[config.mk]
export PLATFORM = sky130hd
export DESIGN_NAME = timer_table_scheduler
export DESIGN_NICKNAME = d
export VERILOG_FILES = /design/src/sv/ttsch_pkg.sv /design/src/sv/timer_table_scheduler.sv /design/src/sv/ttsch_cell.sv /design/src/sv/ttsch_ctrl.sv
export SDC_FILE = /design/constraint.sdc
export NUM_CORES = 2
export LEC_CHECK = 0
export ABC_CLOCK_PERIOD_IN_PS = 64099
export BUFFER_PORTS_ARGS = -buffer_cell sky130_fd_sc_hd__buf_2
export CAP_MARGIN = 20
export CORE_AREA = 2 2 386 388
export DETAILED_ROUTE_END_ITERATION = 8
export DIE_AREA = 0 0 388 390
export HOLD_SLACK_MARGIN = 0.06
export MAX_ROUTING_LAYER = met4
export PLACE_DENSITY = 0.79
export SLEW_MARGIN = 5
export SYNTH_ARGS = -nofsm -noshare
export SYNTH_HDL_FRONTEND = slang
export SYNTH_SLANG_ARGS = --single-unit
[constraint.sdc]
create_clock -name clock -period 64.1 [get_ports clock]
set_input_delay 12.82 -clock clock [delete_from_list [all_inputs] [get_ports clock]]
set_output_delay 12.82 -clock clock [all_outputs]
set_load 0.01 [all_outputs]
[src/sv/ttsch_pkg.sv]
package ttsch_pkg;

   localparam int TIMER_SLOTS = 16;
   localparam int RESULT_CAP  = 16;
   localparam int SLOT_W      = (TIMER_SLOTS > 1) ? $clog2(TIMER_SLOTS) : 1;
   localparam int NRES_W      = $clog2(RESULT_CAP + 1);

   localparam logic [31:0] ROLLBACK_DEFAULT = 32'd3600000;
   localparam logic [47:0] WAIT_MAX         = 48'h7FFF_FFFF_FFFF;
   localparam logic [47:0] WAIT_MIN         = 48'h8000_0000_0000;

   localparam logic [2:0] ACT_ADD     = 3'd0;
   localparam logic [2:0] ACT_DELETE  = 3'd1;
   localparam logic [2:0] ACT_REFRESH = 3'd2;
   localparam logic [2:0] ACT_RESET   = 3'd3;
   localparam logic [2:0] ACT_QUERY   = 3'd4;
   localparam logic [2:0] ACT_COLLECT = 3'd5;

   typedef struct packed {
      logic [2:0]  action;
      logic [47:0] now_ms;
      logic [31:0] interval_ms;
      logic        recurring;
      logic        restart;
      logic [47:0] handle;
      logic [15:0] callback_id;
   } req_type;

   typedef struct packed {
      logic               ok;
      logic [47:0]        new_handle;
      logic signed [47:0] wait_ms;
      logic               fired;
      logic [15:0]        fired_callback;
      logic               last;
   } rsp_type;

   typedef struct packed {
      logic        valid;
      logic        done;
      logic        recurring;
      logic [15:0] callback;
      logic [31:0] interval;
      logic [47:0] expiry;
   } ent_type;

   typedef struct packed {
      logic    shift;
      ent_type wb;
   } ring_ctl_type;

   typedef enum logic [3:0] {
      ST_IDLE,
      ST_FIND,
      ST_DECIDE,
      ST_INSERT,
      ST_CALC,
      ST_SUM,
      ST_CHECK,
      ST_APPLY,
      ST_OUT
   } state_type;

   function automatic logic [47:0] sat_add48(input logic [47:0] a, input logic [31:0] b);
      logic [48:0] s;
      s = {1'b0, a} + {17'd0, b};
      return s[48] ? 48'hFFFF_FFFF_FFFF : s[47:0];
   endfunction

endpackage

[src/sv/timer_table_scheduler.sv]
// Timer table scheduler: holds up to TIMER_SLOTS timers keyed by expiry time.
// Input channel req_valid/req_stall/req_data carries one operation per beat
// (add, delete, refresh, reset, query, collect) with the current time.
// Result channel rsp_valid/rsp_stall/rsp_data returns one beat per result;
// the final beat of an item has last set. Collect returns one beat per fired
// timer (at most 16) or a single beat when nothing fires.
// csr_wr_en/csr_wr_data write the rollback threshold; the user must do so
// only while the block is idle; the block does not enforce it. The entries
// sit in a ring of cells that rotates one place per cycle during a table walk.
// Delete, query, a failed add and an unchanged reset take one find walk; add
// then takes an insert walk; refresh and reset compute the new expiry after
// the find walk, then take a check walk and an apply walk. Collect takes a
// find walk, a check walk (skipped for a one-shot timer) and an apply walk
// per fired timer, plus a closing find walk unless the result cap was reached.
// One item is worked at a time; req_stall stays high until its last beat is
// loaded into the output register, and the next item can be taken in the
// following cycle. Reset empties the table, clears the stored previous time
// and restores the default threshold. A stalled result holds in the output
// register and the block waits before loading the next one.
module timer_table_scheduler import ttsch_pkg::*; (
   input  logic        clock,
   input  logic        reset,
   input  logic        req_valid,
   output logic        req_stall,
   input  req_type     req_data,
   output logic        rsp_valid,
   input  logic        rsp_stall,
   output rsp_type     rsp_data,
   input  logic        csr_wr_en,
   input  logic [31:0] csr_wr_data
);

   ring_ctl_type ctl;
   ent_type      chain [TIMER_SLOTS+1];

   assign chain[0] = ctl.wb;

   for (genvar i = 0; i < TIMER_SLOTS; i++) begin : g_cell
      ttsch_cell u_cell (
         .clock (clock),
         .reset (reset),
         .shift (ctl.shift),
         .d     (chain[i]),
         .q     (chain[i+1])
      );
   end

   ttsch_ctrl u_ctrl (
      .clock       (clock),
      .reset       (reset),
      .req_valid   (req_valid),
      .req_stall   (req_stall),
      .req_data    (req_data),
      .rsp_valid   (rsp_valid),
      .rsp_stall   (rsp_stall),
      .rsp_data    (rsp_data),
      .csr_wr_en   (csr_wr_en),
      .csr_wr_data (csr_wr_data),
      .head        (chain[TIMER_SLOTS]),
      .ctl         (ctl)
   );

endmodule

[src/sv/ttsch_cell.sv]
module ttsch_cell import ttsch_pkg::*; (
   input  logic    clock,
   input  logic    reset,
   input  logic    shift,
   input  ent_type d,
   output ent_type q
);

   logic    valid_ff;
   ent_type ent_ff;

   always_ff @(posedge clock) begin
      if (reset) begin
         valid_ff <= 1'b0;
      end else if (shift) begin
         valid_ff <= d.valid;
      end
   end

   always_ff @(posedge clock) begin
      if (shift) begin
         ent_ff <= d;
      end
   end

   always_comb begin
      q       = ent_ff;
      q.valid = valid_ff;
   end

endmodule

[src/sv/ttsch_ctrl.sv]
module ttsch_ctrl import ttsch_pkg::*; (
   input  logic         clock,
   input  logic         reset,
   input  logic         req_valid,
   output logic         req_stall,
   input  req_type      req_data,
   output logic         rsp_valid,
   input  logic         rsp_stall,
   output rsp_type      rsp_data,
   input  logic         csr_wr_en,
   input  logic [31:0]  csr_wr_data,
   input  ent_type      head,
   output ring_ctl_type ctl
);

   state_type          state_ff, state_in;
   logic [SLOT_W-1:0]  cnt_ff, cnt_in;
   logic [NRES_W-1:0]  nres_ff, nres_in;
   req_type            req_ff, req_in;
   logic [31:0]        thr_ff, thr_in;
   logic [47:0]        prev_ff, prev_in;
   logic               roll_ff, roll_in;
   logic               first_ff, first_in;
   logic               free_ff, free_in;
   logic               hit_ff, hit_in;
   logic               found_ff, found_in;
   logic               have_ff, have_in;
   logic               ins_ff, ins_in;
   logic               pend_ff, pend_in;
   logic [47:0]        key_ff, key_in;
   logic [47:0]        sel_exp_ff, sel_exp_in;
   logic [31:0]        sel_int_ff, sel_int_in;
   logic               sel_rec_ff, sel_rec_in;
   logic [15:0]        sel_cb_ff, sel_cb_in;
   logic [47:0]        base_ff, base_in;
   logic [31:0]        addend_ff, addend_in;
   logic [47:0]        tgt_ff, tgt_in;
   rsp_type            res_ff, res_in;
   logic               rsp_valid_ff, rsp_valid_in;
   rsp_type            rsp_ff, rsp_in;

   logic               out_free;
   logic               pass_end;
   logic               self_hit;
   logic               cand;
   logic signed [48:0] diff;

   always_ff @(posedge clock) begin
      if (reset) begin
         state_ff     <= ST_IDLE;
         cnt_ff       <= '0;
         rsp_valid_ff <= 1'b0;
         thr_ff       <= ROLLBACK_DEFAULT;
         prev_ff      <= '0;
      end else begin
         state_ff     <= state_in;
         cnt_ff       <= cnt_in;
         rsp_valid_ff <= rsp_valid_in;
         thr_ff       <= thr_in;
         prev_ff      <= prev_in;
      end
   end

   always_ff @(posedge clock) begin
      nres_ff    <= nres_in;
      req_ff     <= req_in;
      roll_ff    <= roll_in;
      first_ff   <= first_in;
      free_ff    <= free_in;
      hit_ff     <= hit_in;
      found_ff   <= found_in;
      have_ff    <= have_in;
      ins_ff     <= ins_in;
      pend_ff    <= pend_in;
      key_ff     <= key_in;
      sel_exp_ff <= sel_exp_in;
      sel_int_ff <= sel_int_in;
      sel_rec_ff <= sel_rec_in;
      sel_cb_ff  <= sel_cb_in;
      base_ff    <= base_in;
      addend_ff  <= addend_in;
      tgt_ff     <= tgt_in;
      res_ff     <= res_in;
      rsp_ff     <= rsp_in;
   end

   always_comb begin
      state_in     = state_ff;
      cnt_in       = cnt_ff;
      nres_in      = nres_ff;
      req_in       = req_ff;
      thr_in       = csr_wr_en ? csr_wr_data : thr_ff;
      prev_in      = prev_ff;
      roll_in      = roll_ff;
      first_in     = first_ff;
      free_in      = free_ff;
      hit_in       = hit_ff;
      found_in     = found_ff;
      have_in      = have_ff;
      ins_in       = ins_ff;
      pend_in      = pend_ff;
      key_in       = key_ff;
      sel_exp_in   = sel_exp_ff;
      sel_int_in   = sel_int_ff;
      sel_rec_in   = sel_rec_ff;
      sel_cb_in    = sel_cb_ff;
      base_in      = base_ff;
      addend_in    = addend_ff;
      tgt_in       = tgt_ff;
      res_in       = res_ff;
      out_free     = !rsp_valid_ff || !rsp_stall;
      rsp_valid_in = rsp_valid_ff && rsp_stall;
      rsp_in       = rsp_ff;
      ctl.shift    = 1'b0;
      ctl.wb       = head;
      pass_end     = (cnt_ff == SLOT_W'(TIMER_SLOTS - 1));
      self_hit     = head.valid && (head.expiry == key_ff);
      cand         = head.valid &&
                     ((req_ff.action != ACT_COLLECT) || first_ff || !head.done);
      diff         = $signed({1'b0, sel_exp_ff}) - $signed({1'b0, req_ff.now_ms});

      unique case (state_ff)
         ST_IDLE: begin
            if (req_valid) begin
               req_in   = req_data;
               key_in   = req_data.handle;
               tgt_in   = sat_add48(req_data.now_ms, req_data.interval_ms);
               cnt_in   = '0;
               nres_in  = '0;
               first_in = 1'b1;
               pend_in  = 1'b0;
               have_in  = 1'b0;
               free_in  = 1'b0;
               hit_in   = 1'b0;
               found_in = 1'b0;
               ins_in   = 1'b0;
               if (req_data.action == ACT_COLLECT) begin
                  roll_in = ({1'b0, req_data.now_ms} + {17'd0, thr_ff}) < {1'b0, prev_ff};
                  prev_in = req_data.now_ms;
               end
               if (req_data.action <= ACT_COLLECT) begin
                  state_in = ST_FIND;
               end else begin
                  res_in      = '0;
                  res_in.last = 1'b1;
                  state_in    = ST_OUT;
               end
            end
         end
         ST_FIND: begin
            ctl.shift = 1'b1;
            cnt_in    = pass_end ? '0 : cnt_ff + SLOT_W'(1);
            if (pass_end) begin
               state_in = ST_DECIDE;
            end
            case (req_ff.action) inside
               ACT_ADD: begin
                  free_in = free_ff || !head.valid;
                  hit_in  = hit_ff || (head.valid && head.expiry == tgt_ff);
               end
               ACT_DELETE: begin
                  if (self_hit) begin
                     ctl.wb.valid = 1'b0;
                     found_in     = 1'b1;
                  end
               end
               ACT_REFRESH, ACT_RESET: begin
                  if (self_hit) begin
                     found_in   = 1'b1;
                     sel_exp_in = head.expiry;
                     sel_int_in = head.interval;
                  end
               end
               ACT_QUERY, ACT_COLLECT: begin
                  if (req_ff.action == ACT_COLLECT && first_ff) begin
                     ctl.wb.done = 1'b0;
                  end
                  if (cand && (!have_ff || head.expiry < sel_exp_ff)) begin
                     have_in    = 1'b1;
                     sel_exp_in = head.expiry;
                     sel_int_in = head.interval;
                     sel_rec_in = head.recurring;
                     sel_cb_in  = head.callback;
                  end
               end
               default: ;
            endcase
         end
         ST_DECIDE: begin
            res_in      = '0;
            res_in.last = 1'b1;
            state_in    = ST_OUT;
            case (req_ff.action) inside
               ACT_ADD: begin
                  if (!free_ff || hit_ff) begin
                     res_in.new_handle = '1;
                  end else begin
                     state_in = ST_INSERT;
                  end
               end
               ACT_DELETE: begin
                  res_in.ok = found_ff;
               end
               ACT_REFRESH, ACT_RESET: begin
                  if (found_ff) begin
                     if (req_ff.action == ACT_RESET && sel_int_ff == req_ff.interval_ms &&
                         !req_ff.restart) begin
                        res_in.ok         = 1'b1;
                        res_in.new_handle = req_ff.handle;
                     end else begin
                        state_in = ST_CALC;
                     end
                  end
               end
               ACT_QUERY: begin
                  if (!have_ff) begin
                     res_in.wait_ms = WAIT_MAX;
                  end else begin
                     res_in.ok = 1'b1;
                     if (diff[48] != diff[47]) begin
                        res_in.wait_ms = diff[48] ? WAIT_MIN : WAIT_MAX;
                     end else begin
                        res_in.wait_ms = diff[47:0];
                     end
                  end
               end
               ACT_COLLECT: begin
                  if (have_ff && (roll_ff || sel_exp_ff <= req_ff.now_ms)) begin
                     key_in   = sel_exp_ff;
                     res_in   = res_ff;
                     state_in = pend_ff ? ST_OUT : ST_CALC;
                  end else if (pend_ff) begin
                     res_in      = res_ff;
                     res_in.last = 1'b1;
                  end else begin
                     res_in.ok = 1'b1;
                  end
               end
               default: ;
            endcase
         end
         ST_INSERT: begin
            ctl.shift = 1'b1;
            cnt_in    = pass_end ? '0 : cnt_ff + SLOT_W'(1);
            if (!head.valid && !ins_ff) begin
               ctl.wb.valid     = 1'b1;
               ctl.wb.done      = 1'b0;
               ctl.wb.recurring = req_ff.recurring;
               ctl.wb.callback  = req_ff.callback_id;
               ctl.wb.interval  = req_ff.interval_ms;
               ctl.wb.expiry    = tgt_ff;
               ins_in           = 1'b1;
            end
            if (pass_end) begin
               res_in            = '0;
               res_in.ok         = 1'b1;
               res_in.new_handle = tgt_ff;
               res_in.last       = 1'b1;
               state_in          = ST_OUT;
            end
         end
         ST_CALC: begin
            if (req_ff.action == ACT_RESET) begin
               addend_in = req_ff.interval_ms;
               if (req_ff.restart) begin
                  base_in = req_ff.now_ms;
               end else if (sel_exp_ff >= {16'd0, sel_int_ff}) begin
                  base_in = sel_exp_ff - {16'd0, sel_int_ff};
               end else begin
                  base_in = '0;
               end
            end else begin
               base_in   = req_ff.now_ms;
               addend_in = sel_int_ff;
            end
            state_in = ST_SUM;
         end
         ST_SUM: begin
            tgt_in   = sat_add48(base_ff, addend_ff);
            hit_in   = 1'b0;
            state_in = (req_ff.action == ACT_COLLECT && !sel_rec_ff) ? ST_APPLY : ST_CHECK;
         end
         ST_CHECK: begin
            ctl.shift = 1'b1;
            cnt_in    = pass_end ? '0 : cnt_ff + SLOT_W'(1);
            if (head.valid && head.expiry == tgt_ff && head.expiry != key_ff) begin
               hit_in = 1'b1;
            end
            if (pass_end) begin
               state_in = ST_APPLY;
            end
         end
         ST_APPLY: begin
            ctl.shift = 1'b1;
            cnt_in    = pass_end ? '0 : cnt_ff + SLOT_W'(1);
            if (self_hit) begin
               if (req_ff.action == ACT_COLLECT) begin
                  ctl.wb.done = 1'b1;
                  if (!sel_rec_ff || hit_ff) begin
                     ctl.wb.valid = 1'b0;
                  end else begin
                     ctl.wb.expiry = tgt_ff;
                  end
               end else begin
                  if (hit_ff) begin
                     ctl.wb.valid = 1'b0;
                  end else begin
                     ctl.wb.expiry = tgt_ff;
                  end
                  if (req_ff.action == ACT_RESET) begin
                     ctl.wb.interval = req_ff.interval_ms;
                  end
               end
            end
            if (pass_end) begin
               res_in    = '0;
               res_in.ok = 1'b1;
               if (req_ff.action == ACT_COLLECT) begin
                  res_in.fired          = 1'b1;
                  res_in.fired_callback = sel_cb_ff;
                  res_in.new_handle     = (sel_rec_ff && !hit_ff) ? tgt_ff : '0;
                  pend_in               = 1'b1;
                  nres_in               = nres_ff + NRES_W'(1);
                  if (nres_ff == NRES_W'(RESULT_CAP - 1)) begin
                     res_in.last = 1'b1;
                     state_in    = ST_OUT;
                  end else begin
                     first_in = 1'b0;
                     have_in  = 1'b0;
                     state_in = ST_FIND;
                  end
               end else begin
                  res_in.new_handle = tgt_ff;
                  res_in.last       = 1'b1;
                  state_in          = ST_OUT;
               end
            end
         end
         ST_OUT: begin
            if (out_free) begin
               rsp_valid_in = 1'b1;
               rsp_in       = res_ff;
               pend_in      = 1'b0;
               state_in     = res_ff.last ? ST_IDLE : ST_CALC;
            end
         end
         default: state_in = ST_IDLE;
      endcase
   end

   assign req_stall = (state_ff != ST_IDLE);
   assign rsp_valid = rsp_valid_ff;
   assign rsp_data  = rsp_ff;

endmodule

==> summary.txt <==
Synthesis
  – Cell type with the highest aggregate area in the netlist: edfxtp_1
  – Number of flip-flops and latches in the synthesized netlist: 2338
  – Synthesized netlist cell count: 5588
  – Syn avg cell area: 16.24 µm²
  – Sequential fraction of the synthesis area: 76.20%
  – Async set-reset flop share out of synthesis: 0%
  – Dominant cells by area after synthesis: edfxtp_1, ha_1, dfxtp_1
  – Mapped Nets: 6052
  – Count of flip-flops with a built-in enable after synthesis: 2233
  – Main flop type after synthesis: edfxtp_1
  – Cell Area, Synth: 90760 µm²
  – Count of unique library cells instantiated by Yosys: 87
  – Yosys warnings: 0
  – Area share of the leading cell type in the synthesized netlist: 73.88%

Floorplanning
  – Std-Cell Rows: 141
  – Floorplan die height: 390 µm
  – Core Box Area: 147100 µm²
  – Starting Density: 61.68%
  – Number of top-level design ports: 303
  – Die Footprint: 151300 µm²
  – Width of the die: 388 µm

Final layout
  – Number of fill cells in the layout: 9417
  – Area of all placed cells without fillers: 102100 µm²
  – Flip-flop and latch area: 69160 µm²
  – Final net count: 6463
  – Multi-input gate area: 20050 µm²
  – Layout Area Growth over Synthesis: 12.46%
  – Share of cells above drive strength 1: 14.83%
  – Commonest cells after routing, fill and taps aside: edfxtp_1, nand2_1, a21oi_1
  – Commonest non-fill, non-tap cell in the layout: edfxtp_1

Global routing
  – Number of antenna violations at the first check in global routing: 39
  – Global router's overall resource usage: 30.63%
  – Largest net degree at the start of global routing: 236
  – Number of global-route vias before repair: 47900
  – GR Util met2: 45.20%
  – First-pass GRT wire length: 323600 µm
  – Fraction of met3 tracks used by global routing: 5.704%
  – GR met1 Demand/Resource: 43.60%
  – GRT overflow: 0
  – Most crowded layer after global routing: met2

Clock tree
  – Post-CTS setup repair buffer count: 0
  – Number of gates given a new drive strength after cts: 0
  – CTS tree: built
  – CTS Buf Count: 217
  – Worst-Skew Late Latency: 0.87 ns
  – Total number of H-tree levels: 4
  – Hold-fix buffers at CTS: 0
  – Root buffer selected by CTS: clkbuf_16
  – Clock transition at the register clock pins on the worst setup and hold paths after CTS: 0.06 ns
  – Number of sinks driven by the clock tree: 2338
  – Clock buffer depth: 3

STA
  – Setup repair after global routing missed its margin: no
  – Final critical delay including setup and external delays: 17.32 ns
  – Transition at the pin with the smallest max-transition slack: 1.175 ns
  – Total of endpoints with negative setup slack in the final report: 0
  – Clock skew after layout: 0.09116 ns
  – Share of the cycle needed by the critical path after routing: 27.03%
  – Pins Over Slew Limit: 0
  – Timing-limited maximum frequency: 57.73 MHz
  – Worst slew margin relative to its limit: 21.68%
  – Setup Total Neg Slack: 0 ns
  – Final hold violation count: 0

Setup path
  – Worst path buffer plus inverter count: 1
  – Category of the critical setup timing path: in2reg
  – Crit path capture type: register
  – Cell family contributing the most delay on the critical path: compound AO/OA/AOI/OAI gates
  – Largest fanout on the critical path: 4
  – Worst Path Required: 64.76 ns
  – Slowest cell delay on critical path: 0.57 ns
  – CP max-delay cell: o41ai_1
  – Data arrival time at the worst-slack endpoint: 17.98 ns
  – Ordered cell list for the critical path: buf_2 -> ha_1 -> fa_1 -> a21oi_1 -> nor2_1 -> o41ai_1 -> nand2_1 -> a31oi_1 -> o22ai_1 -> a21o_1 -> xor2_1 -> ha_1 -> a21o_1 -> a21o_1 -> a21o_1 -> a21o_1 -> a21oi_1 -> o211ai_1 -> a211oi_1 -> o21ai_0 -> a41oi_1 -> a2bb2oi_1
  – Category of the worst setup path launch point: input port
  – Critical Path Most Common Cell: a21o_1

Routing
  – Routed vias/inst: 6.122
  – Number of iterations in the first detailed-routing pass: 6
  – Antenna Violating Nets Remaining: 0
  – Detailed-route via count: 49810
  – Routed WL per cell: 27.75 µm
  – Total wire length: 225800 µm
  – Final routed DRC violation total: 0
  – Count of routing violations after the opening detailed-route iteration: 5602

Placed design
  – Routability congestion estimate from global placement: 0.9861
  – Final HPWL from detailed placement: 155100 µm
  – PortBufs: 302
  – Placed Area: 94570 µm²

Hold path
  – Worst min path class: reg2reg

Status
  – Status: finished clean

Power and ir drop
  – Static leakage: 0.03601 µW
  – Worst supply voltage drop on vdd: 0.05154 mV
  – Total power divided by cell area: 45.37 nW/µm²

Flow run
  – Maximum capacitance violations: 0
[area by class of cell]
cell class	instances	area share (%)
Timing Repair Buffer	362	1.998
Sequential cell	2338	67.76
Antenna cell	24	0.05884
Clock inverter	152	1.737
Inverter	260	0.9685
Clock buffer	251	5.465
Multi-Input combinational cell	2820	19.65
Tap cell	1930	2.366
[state kept, by name, indices dropped and copies added, names as in the netlist, 5 cells and up]
| name | count |
|---|---|
| u_ctrl.tgt_ff | 48 |
| u_ctrl.res_ff | 115 |
| u_ctrl.base_ff | 48 |
| u_ctrl.nres_ff | 5 |
| g_cell.u_cell.q | 1568 |
| u_ctrl.req_ff | 149 |
| u_ctrl.sel_cb_ff | 16 |
| g_cell.u_cell.valid_ff | 16 |
| u_ctrl.key_ff | 48 |
| u_ctrl.rsp_data | 115 |
| u_ctrl.sel_exp_ff | 48 |
| u_ctrl.sel_int_ff | 32 |
| u_ctrl.thr_ff | 32 |
| u_ctrl.prev_ff | 48 |
| u_ctrl.addend_ff | 32 |
[power breakdown]
| part | leakage (µW) | switching, µW | internal [µW] | total (µW) |
|---|---|---|---|---|
| combinational | 0.0110 | 559 | 203 | 762 |
| sequential | 0.0215 | 227 | 2330 | 2550 |
| clock | 0.00354 | 579 | 737 | 1320 |
| total | 0.0360 | 1360 | 3270 | 4630 |
[worst reg2reg max path, delay by kind of cell (launching register included)]
| family | cells | cell delay [ns] |
|---|---|---|
| flip-flops | 1 | 0.75 |
| AO/OA/AOI/OAI | 1 | 0.49 |
| AND/OR/NAND/NOR | 1 | 0.21 |
| buffers and inverters | 6 | 5.06 |
[final timing paths]
kind | start | endpoint | slack, ns | cells past startpoint
min | g_cell[6].u_cell.q[74] | g_cell[7].u_cell.q[74] | 0.37 | 0
min reg2reg | g_cell[6].u_cell.q[74] | g_cell[7].u_cell.q[74] | 0.37 | 0
max reg2reg | u_ctrl.state_ff[1] | g_cell[5].u_cell.q[6] | 56.98 | 8
max | req_data[98] | u_ctrl.roll_ff | 46.78 | 22
[stage by stage]
stage | hold WS [ns] | cells | worst slack, ns | power (µW) | util (%)
2_1_floorplan | 0.4003 | 5588 | 17.96 | 3924 | -
3_3_place_gp | 0.4003 | 7706 | 46.06 | 3270 | 64.28
3_5_place_dp | 0.4045 | 7706 | 46.06 | 3310 | 64.28
4_1_cts | 0.3675 | 8109 | 46.89 | 4640 | 69.27
5_1_grt | 0.3822 | 8132 | 46.46 | 4800 | 69.36
6_report | 0.3736 | 8137 | 46.78 | 4631 | 69.37
[metal layers]
layer  vias to the layer above  part of all wire (%)
met5                         -                     0
met4                         0                   3.9
met3                       424                   8.8
met2                      2538                    45
met1                     24720                    42
li1                      22130                     -
[kinds of logic (layout without fill, tap and decap cells)]
kind of cell	after synthesis	count (layout)	share of synthesized area [%]
AOI/OAI and AO/OA	1057	1057	7.460
muxes	203	203	2.483
DFF	2338	2338	76.20
other	0	24	0
and+or+nand+nor	953	953	4.977
xor gates and xnor gates	329	329	3.175
adders and majority gates	278	278	3.874
buffers and inverters	430	1025	1.834
[synthesized netlist by cell type (11+ instances only)]
cell type	count
a211o_1	20
a211oi_1	20
a21o_1	153
a21oi_1	331
a22o_1	47
a22oi_1	42
a31oi_1	26
and2_1	16
and3_1	46
clkbuf_1	145
dfxtp_1	105
edfxtp_1	2233
ha_1	273
inv_1	260
mux2_2	177
mux2i_1	26
nand2_1	357
nand2b_1	30
nand3_1	81
nand4_1	63
nor2_1	189
nor2b_1	31
nor3_1	42
nor4_1	39
o2111ai_1	11
o211ai_1	19
o21a_1	20
o21ai_0	200
o21ai_1	27
o21bai_1	32
o31ai_1	14
or3_1	14
xnor2_1	161
xor2_1	168
Power figures use the tool's default switching activity.
